`config.mk`:
```
export PLATFORM = sky130hd
export DESIGN_NAME = bit_stream_packer_unit
export DESIGN_NICKNAME = d
export VERILOG_FILES = /design/src/sv/bsp_pkg.sv /design/src/sv/bsp_in_stage.sv /design/src/sv/bsp_core.sv /design/src/sv/bsp_out_stage.sv /design/src/sv/bit_stream_packer_unit.sv
export SDC_FILE = /design/constraint.sdc
export NUM_CORES = 1
export LEC_CHECK = 0
export BUFFER_PORTS_ARGS = -buffer_cell sky130_fd_sc_hd__buf_2
export CAP_MARGIN = 0
export CELL_PAD_IN_SITES_DETAIL_PLACEMENT = 2
export CELL_PAD_IN_SITES_GLOBAL_PLACEMENT = 2
export CORE_ASPECT_RATIO = 0.6
export CORE_MARGIN = 2
export CORE_UTILIZATION = 41
export DETAILED_ROUTE_END_ITERATION = 7
export MAX_ROUTING_LAYER = met4
export PLACE_DENSITY_LB_ADDON = 0.2
export SYNTH_ARGS = -nofsm -noshare
export SYNTH_HDL_FRONTEND = slang
export SYNTH_SLANG_ARGS = --single-unit
export TNS_END_PERCENT = 30
```
`constraint.sdc`:
```
create_clock -name clk -period 11.55 [get_ports clk]
set_input_delay 2.31 -clock clk [delete_from_list [all_inputs] [get_ports clk]]
set_output_delay 2.31 -clock clk [all_outputs]
set_load 0.05 [all_outputs]
```
`src/sv/bsp_pkg.sv`:
```
`timescale 1ns / 1ps
// ----------------------------------------------------------------------------
// bsp_pkg
// Shared types and constants of the MSB-first bit stream packer.
// ----------------------------------------------------------------------------
package bsp_pkg;

	localparam int BUFFER_WORDS_DEF = 1024;
	localparam int ACC_W            = 64;
	localparam int WORD_W           = 32;
	localparam int BYTE_W           = 8;
	localparam int CNT_W            = 6;
	localparam int PAD_W            = 13;
	localparam int ADDR_W           = 10;
	localparam int TOTAL_W          = 16;
	localparam int IN_DATA_W        = 56;
	localparam int IN_USER_W        = 2;
	localparam int OUT_DATA_W       = 56;
	localparam int OUT_USER_W       = 3;

	typedef enum logic [1:0] {
		OP_WRITE = 2'd0,
		OP_ALIGN = 2'd1,
		OP_FLUSH = 2'd2,
		OP_PAD   = 2'd3
	} opcode_t;

	typedef enum logic [1:0] {
		ST_OK       = 2'd0,
		ST_BADCOUNT = 2'd1,
		ST_PADSMALL = 2'd2,
		ST_OVERFLOW = 2'd3
	} status_t;

	typedef struct packed {
		opcode_t            opcode;
		logic [WORD_W-1:0]  value;
		logic [CNT_W-1:0]   bit_count;
		logic [PAD_W-1:0]   pad_bytes;
	} item_t;

	typedef struct packed {
		logic               word_valid;
		logic [WORD_W-1:0]  out_word;
		logic [ADDR_W-1:0]  word_address;
		logic [PAD_W-1:0]   byte_count;
		status_t            status;
	} result_t;

endpackage

```
`src/sv/bsp_in_stage.sv`:
```
`timescale 1ns / 1ps
// ----------------------------------------------------------------------------
// bsp_in_stage
// Input register: unpacks the stream item and holds it until the core takes it.
// ----------------------------------------------------------------------------
module bsp_in_stage (
	input  logic                           clk,
	input  logic                           arst_n,
	input  logic                           s_tvalid,
	output logic                           s_tready,
	input  logic [bsp_pkg::IN_DATA_W-1:0]  s_tdata,
	input  logic [bsp_pkg::IN_USER_W-1:0]  s_tuser,
	input  logic                           advance,
	output logic                           item_valid,
	output bsp_pkg::item_t                 item
);
	import bsp_pkg::*;

	logic  valid_s1;
	item_t item_s1;

	assign s_tready   = !valid_s1 || advance;
	assign item_valid = valid_s1;
	assign item       = item_s1;

	always_ff @(posedge clk or negedge arst_n) begin
		if (!arst_n) begin
			valid_s1 <= 1'b0;
		end else if (s_tready) begin
			valid_s1 <= s_tvalid;
		end
	end

	always_ff @(posedge clk) begin
		if (s_tready && s_tvalid) begin
			item_s1.opcode    <= opcode_t'(s_tuser);
			item_s1.value     <= s_tdata[WORD_W-1:0];
			item_s1.bit_count <= s_tdata[WORD_W+CNT_W-1:WORD_W];
			item_s1.pad_bytes <= s_tdata[WORD_W+CNT_W+PAD_W-1:WORD_W+CNT_W];
		end
	end

endmodule

```
`src/sv/bsp_core.sv`:
```
`timescale 1ns / 1ps
// ----------------------------------------------------------------------------
// bsp_core
// Packing state and the single-pass update for one item.
// ----------------------------------------------------------------------------
module bsp_core #(
	parameter int BUFFER_WORDS = bsp_pkg::BUFFER_WORDS_DEF
) (
	input  logic             clk,
	input  logic             arst_n,
	input  logic             advance,
	input  bsp_pkg::item_t   item,
	output bsp_pkg::result_t result
);
	import bsp_pkg::*;

	localparam int NW_W = $clog2(BUFFER_WORDS + 1);

	logic [ACC_W-1:0]   acc_q, acc_nx, acc_put;
	logic [CNT_W-1:0]   pend_q, pend_nx;
	logic [NW_W-1:0]    next_q, next_nx;
	logic [TOTAL_W-1:0] total_q, total_nx;

	logic [CNT_W-1:0]   put_cnt;
	logic [WORD_W-1:0]  put_val;
	logic               bad_cnt;
	logic               put_en;
	logic [6:0]         shift_amt;
	logic [6:0]         pend_sum;
	logic               full;
	logic               room;
	logic               has_pend;
	logic               flush_ovf;
	logic [TOTAL_W-1:0] target;
	logic [16:0]        words_sum;
	logic [11:0]        words;
	logic [31:0]        next_ext;
	logic [16:0]        byte_sum;
	logic               want_bytes;
	result_t            res;

	assign bad_cnt  = (item.bit_count == '0) || (item.bit_count > CNT_W'(WORD_W));
	assign next_ext = 32'(next_q);
	assign room     = next_ext < 32'(BUFFER_WORDS);
	assign has_pend = pend_q != '0;
	assign flush_ovf = has_pend && !room;

	always_comb begin
		put_cnt = item.bit_count;
		put_val = item.value & (32'hFFFF_FFFF >> (CNT_W'(WORD_W) - item.bit_count));
		put_en  = !bad_cnt;
		if (item.opcode == OP_ALIGN) begin
			put_cnt = CNT_W'(BYTE_W) - {3'b000, pend_q[2:0]};
			put_val = '0;
			put_en  = pend_q[2:0] != 3'd0;
		end
	end

	assign shift_amt = 7'd64 - {1'b0, put_cnt} - {1'b0, pend_q};
	assign acc_put   = acc_q | ({32'b0, put_val} << shift_amt);
	assign pend_sum  = {1'b0, pend_q} + {1'b0, put_cnt};
	assign full      = pend_sum >= 7'd32;

	assign target    = {item.pad_bytes, 3'b000};
	assign words_sum = {1'b0, target} + 17'd31;
	assign words     = words_sum[16:5];

	always_comb begin
		acc_nx     = acc_q;
		pend_nx    = pend_q;
		next_nx    = next_q;
		total_nx   = total_q;
		res        = '0;
		res.status = ST_OK;
		want_bytes = 1'b0;
		case (item.opcode)
			OP_WRITE, OP_ALIGN: begin
				if (item.opcode == OP_WRITE && bad_cnt) begin
					res.status = ST_BADCOUNT;
				end else if (put_en) begin
					if (full && !room) begin
						res.status = ST_OVERFLOW;
					end else begin
						if (full) begin
							res.word_valid   = 1'b1;
							res.out_word     = acc_put[63:32];
							res.word_address = next_ext[ADDR_W-1:0];
							acc_nx           = {acc_put[31:0], 32'b0};
							pend_nx          = CNT_W'(pend_sum - 7'd32);
							next_nx          = next_q + NW_W'(1);
						end else begin
							acc_nx  = acc_put;
							pend_nx = pend_sum[CNT_W-1:0];
						end
						total_nx = total_q + TOTAL_W'(put_cnt);
					end
				end
			end
			OP_FLUSH, OP_PAD: begin
				want_bytes = 1'b1;
				if (flush_ovf) begin
					res.status = ST_OVERFLOW;
				end else begin
					if (has_pend) begin
						res.word_valid   = 1'b1;
						res.out_word     = acc_q[63:32];
						res.word_address = next_ext[ADDR_W-1:0];
						acc_nx           = '0;
						pend_nx          = '0;
						next_nx          = next_q + NW_W'(1);
					end
					if (item.opcode == OP_PAD) begin
						if (target < total_q) begin
							res.status = ST_PADSMALL;
						end else if (32'(words) > 32'(BUFFER_WORDS)) begin
							res.status = ST_OVERFLOW;
						end else begin
							total_nx = target;
							next_nx  = NW_W'(words);
						end
					end
				end
			end
			default: begin
				res.status = ST_OK;
			end
		endcase
	end

	assign byte_sum = {1'b0, total_nx} + 17'd7;

	always_comb begin
		result            = res;
		result.byte_count = want_bytes ? byte_sum[15:3] : '0;
	end

	always_ff @(posedge clk or negedge arst_n) begin
		if (!arst_n) begin
			acc_q   <= '0;
			pend_q  <= '0;
			next_q  <= '0;
			total_q <= '0;
		end else if (advance) begin
			acc_q   <= acc_nx;
			pend_q  <= pend_nx;
			next_q  <= next_nx;
			total_q <= total_nx;
		end
	end

endmodule

```
`src/sv/bsp_out_stage.sv`:
```
`timescale 1ns / 1ps
// ----------------------------------------------------------------------------
// bsp_out_stage
// Result register: holds one result item and packs it onto the master side.
// ----------------------------------------------------------------------------
module bsp_out_stage (
	input  logic                            clk,
	input  logic                            arst_n,
	input  logic                            load,
	input  bsp_pkg::result_t                result,
	output logic                            load_ready,
	output logic                            m_tvalid,
	input  logic                            m_tready,
	output logic [bsp_pkg::OUT_DATA_W-1:0]  m_tdata,
	output logic [bsp_pkg::OUT_USER_W-1:0]  m_tuser
);
	import bsp_pkg::*;

	logic    valid_s2;
	result_t res_s2;

	assign load_ready = !valid_s2 || m_tready;
	assign m_tvalid   = valid_s2;
	assign m_tdata    = {1'b0, res_s2.byte_count, res_s2.word_address, res_s2.out_word};
	assign m_tuser    = {res_s2.status, res_s2.word_valid};

	always_ff @(posedge clk or negedge arst_n) begin
		if (!arst_n) begin
			valid_s2 <= 1'b0;
		end else if (load_ready) begin
			valid_s2 <= load;
		end
	end

	always_ff @(posedge clk) begin
		if (load && load_ready) begin
			res_s2 <= result;
		end
	end

endmodule

```
`src/sv/bit_stream_packer_unit.sv`:
```
`timescale 1ns / 1ps
// ----------------------------------------------------------------------------
// bit_stream_packer_unit
// MSB-first variable-width bit packer emitting 32-bit words with addresses.
// ----------------------------------------------------------------------------
// Takes one item per clock when the output is not stalled and returns exactly
// one result item for each. Each item passes an input register, one pass of
// the 64-bit shift-or and word-emit logic that also updates the packing state,
// and a result register; that shift-or path sets the clock rate. Ops on
// s_tuser: write bits, align to byte, flush a partial word, pad to a byte size
// (flush and pad return the rounded byte count).
module bit_stream_packer_unit #(
	parameter int BUFFER_WORDS = bsp_pkg::BUFFER_WORDS_DEF
) (
	input  logic                            clk,
	input  logic                            arst_n,
	input  logic                            s_tvalid,
	output logic                            s_tready,
	// value[31:0], bit_count[37:32], pad_bytes[50:38], zero fill
	input  logic [bsp_pkg::IN_DATA_W-1:0]   s_tdata,
	// opcode[1:0]
	input  logic [bsp_pkg::IN_USER_W-1:0]   s_tuser,
	output logic                            m_tvalid,
	input  logic                            m_tready,
	// out_word[31:0], word_address[41:32], byte_count[54:42], zero fill
	output logic [bsp_pkg::OUT_DATA_W-1:0]  m_tdata,
	// word_valid[0], status[2:1]
	output logic [bsp_pkg::OUT_USER_W-1:0]  m_tuser
);
	import bsp_pkg::*;

	logic    item_valid;
	logic    load_ready;
	logic    advance;
	item_t   item;
	result_t result;

	assign advance = item_valid && load_ready;

	bsp_in_stage u_in (
		.clk        (clk),
		.arst_n     (arst_n),
		.s_tvalid   (s_tvalid),
		.s_tready   (s_tready),
		.s_tdata    (s_tdata),
		.s_tuser    (s_tuser),
		.advance    (advance),
		.item_valid (item_valid),
		.item       (item)
	);

	bsp_core #(
		.BUFFER_WORDS (BUFFER_WORDS)
	) u_core (
		.clk     (clk),
		.arst_n  (arst_n),
		.advance (advance),
		.item    (item),
		.result  (result)
	);

	bsp_out_stage u_out (
		.clk        (clk),
		.arst_n     (arst_n),
		.load       (advance),
		.result     (result),
		.load_ready (load_ready),
		.m_tvalid   (m_tvalid),
		.m_tready   (m_tready),
		.m_tdata    (m_tdata),
		.m_tuser    (m_tuser)
	);

endmodule
```
==> flow_metrics.py <==
metrics = {
    "global_routing": {
        "grt.total_usage_pct": 37.6,
        "grt_pass1_vias": 16100,
        "grt_pass1_wl_um": 104000,
        "grt.overflow.total": 0,
        "grt_max_degree": 72,
        "antenna_found_initial": 0,
    },
    "setup_path": {
        "worstPathArrival_ns": 6.46,
        "slowest_delay_ns": 0.82,
        "end_kind": "flip-flop",
        "r2r_end": "u_core.acc_q[60]",
        "cp_cell_sequence": "buf_4, nor2b_1, nor2_1, a21o_1, ha_1, inv_1, fa_1, nor2b_1, or3_1, nor3_1, a21o_1, buf_4, nand3_1, buf_4, nand2_1, nand2_1, a221oi_1, o21ai_0",
        "start_kind": "flip-flop",
        "critPathRequiredTime_ns": 11.95,
        "crit_fanout": 36,
        "reg2regPathDepth": 18,
        "crit_top_cell": "buf_4",
        "r2r-start": "u_in.item[52]",
        "cpMaxStageDelayCell": "nand2_1",
        "critical_path.top_delay_family": "simple AND/OR/NAND/NOR gates",
        "r2r_setup_slack_ns": 5.49,
        "path_buf_inv": 4,
        "crit_type": "reg -> reg",
    },
    "yosys": {
        "ys.flop_type": "edfxtp_1",
        "ys_types": 89,
        "async_flop_share_pct": 47.1,
        "yosys.area.top_type": "edfxtp_1",
        "synth_edf_count": 111,
        "ys_ff_latch": 210,
        "yosysWarnings": 0,
        "seq_area_frac_synth_pct": 39.2,
        "synthesis.nets": 1783,
        "synth_top_area_share_pct": 22.5,
        "syn_inst": 1674,
        "syn_area_sq_um": 14800,
        "synth_area_per_cell_sq_um": 8.86,
        "synthTopCellsByArea": "edfxtp_1, dfrtp_1, nand2_1",
    },
    "clock_tree": {
        "cts_resized": 0,
        "clockBufferDepth": 3,
        "cts_root_buf": "clkbuf_16",
        "post_cts_buffers": 0,
        "cts_buffers": 24,
        "cts_tree": "yes",
        "h-tree-depth": 1,
        "cts_hold_repair.buffers": 0,
        "numClockSinks": 210,
        "clk_latency_ns": 0.56,
        "clk_pin_slew_ns": 0.06,
    },
    "power": {
        "intPower_mw": 2.49,
        "p_seq_share_pct": 20.0,
        "irDropWorstVdd_uv": 270,
        "p_sw_share_pct": 55.9,
        "total_power_mw": 5.64,
        "p_switching_mw": 3.16,
        "power.density_nw_per_um2": 336,
        "pwr-share-clk_pct": 15.9,
        "combPwrFrac_pct": 64.1,
        "leakage_nw": 6.61,
    },
    "floorplanning": {
        "die_x_um": 249,
        "fp.dieH_um": 151,
        "fp.dieArea_sq_um": 37700,
        "row_count": 53,
        "initial_utilization_pct": 41.9,
        "ios": 123,
        "core_sq_um": 35300,
    },
    "timing": {
        "finalCritPeriodShare_pct": 52.5,
        "tightest_slew_ns": 1.21,
        "timing.hold.ws_ns": 0.493,
        "final_hold_viol_count": 0,
        "drv_slew": 0,
        "totalNegativeSetupSlack_ns": 0,
        "setup_viol": 0,
        "fmax_mhz": 165,
        "finClkSkew_ns": 0.0241,
        "rsz0062_at_grt": "false",
        "min_period_ns": 6.06,
        "maxSlewHeadroom_pct": 19.2,
    },
    "finish": {
        "layout-drive-gt1-share_pct": 14.3,
        "num_antenna_cells": 0,
        "layout_commonest_cell": "nand2_1",
        "syn2layout_area_growth_pct": 13.2,
        "finalNetCount": 1849,
        "fin_util_pct": 47.5,
        "final_cell_mix": "nand2_1, nor2_1, a21oi_1",
    },
    "drt": {
        "postRouteAntennaNets": 0,
        "wirelength_um": 69400,
        "drtIter0Drc": 1776,
        "wl_per_cell_um": 31.2,
        "vias": 15300,
        "drcViolationCount": 0,
        "avgViaCountPerCell": 6.88,
        "firstDrtPassIters": 5,
    },
    "run_status": {
        "status": "finished clean",
    },
    "hold_path": {
        "hold_path_depth": 1,
        "whs_endpoint": "u_core.acc_q[19]",
        "worstHoldStart": "u_core.acc_q[19]",
        "hold_path_class": "reg -> reg",
    },
    "job": {
        "drv_cap": 0,
    },
    "placed_design": {
        "dp_hpwl_um": 50700,
        "place.gp.congestion": 0.982,
        "io_buffers": 116,
    },
}
## layout make-up
| cell class | count | area [sq um] |
|---|---|---|
| Fill cell | 3848 | 18600 |
| Multi-Input combinational cell | 1298 | 8420 |
| Sequential cell | 210 | 5810 |
| Timing Repair Buffer | 151 | 846 |
| Clock buffer | 31 | 699 |
| Tap cell | 467 | 584 |
| Clock inverter | 13 | 208 |
| Inverter | 55 | 208 |
## registers in the layout, summed over array words and instances (netlist names)
register and cells:
u_core.acc_q 64, u_core.pend_q 6, u_out.m_tvalid 1, u_in.item_valid 1, u_in.item 53, u_out.m_tdata 55, u_core.total_q 16, u_out.m_tuser 3
u_core.next_q 11
## metal layers
layer / vias to the layer above / share of wire, % / global-route usage (%)
met5: - / 0 / -
met4: 0 / 2.2 / 8.77
met3: 119 / 11 / 12.0
met2: 736 / 42 / 53.0
met1: 7937 / 45 / 52.2
li1: 6505 / - / -
## synth_stat cells, drive strengths merged, types with 9 or more instances
library cell and instances:
nand2 172, nor2 142, a21oi 128, o21ai 116, edfxtp 111, dfrtp 99, clkbuf 85, inv 55
nor3 50, ha 44, nand3 41, o211ai 35, mux2i 32, a211oi 28, and2 26, buf 26
and3 24, nand2b 23, o22ai 22, o31ai 22, xnor2 22, a21o 20, nand4 18, a22o 17
nor4 17, a22oi 16, nor2b 16, a31oi 15, a32oi 14, o21a 14, or2 14, o311ai 12
xor2 12, o211a 11, a2111oi 10, a221oi 10, o221ai 10, or3 10, a32o 9, mux2 9
## per-stage QoR
| stage | cells | instance area [sq um] | setup slack (ns) |
|---|---|---|---|
| 3_3_place_gp | 2181 | 15900 | 5.40 |
| 6_report | 2225 | 16800 | 5.49 |
| 5_1_grt | 2225 | 16800 | 5.12 |
| 3_5_place_dp | 2181 | 15900 | 5.15 |
| 2_1_floorplan | 1674 | 14800 | 6.43 |
| 4_1_cts | 2225 | 16800 | 5.55 |
## logic make-up (layout without fill, tap and decap cells)
group	after synthesis	in the layout	synth area share [%]
AO/OA/AOI/OAI	586	586	27.3
AND/OR/NAND/NOR	581	581	19.0
flip-flops	210	210	39.2
buffers and inverters	166	250	4.36
multiplexers	49	49	4.06
adder cells (fa/ha/maj)	47	47	4.12
XOR/XNOR	34	34	2.01
other	1	1	0.0253
## worst max-delay path by stage
stage               depth (start not counted)                  to          start
finish                                     18    u_core.acc_q[60]  u_in.item[52]
global route                               18    u_core.acc_q[60]  u_in.item[52]
CTS                                        18    u_core.acc_q[60]  u_in.item[52]
detailed placement                         11    u_core.acc_q[54]       m_tready
global placement                           11    u_core.acc_q[54]       m_tready
floorplan                                   8  u_core.total_q[15]       m_tready
## power groups by stage
stage	Clock, mW	Combinational [mW]	Sequential (mW)
global placement	0	3.29	1.11
CTS	0.903	3.47	1.12
floorplan	0	2.15	1.18
finish	0.896	3.62	1.13
global route	0.932	3.80	1.15
detailed placement	0	3.43	1.13
No activity file was read; power rests on OpenSTA's default activity.
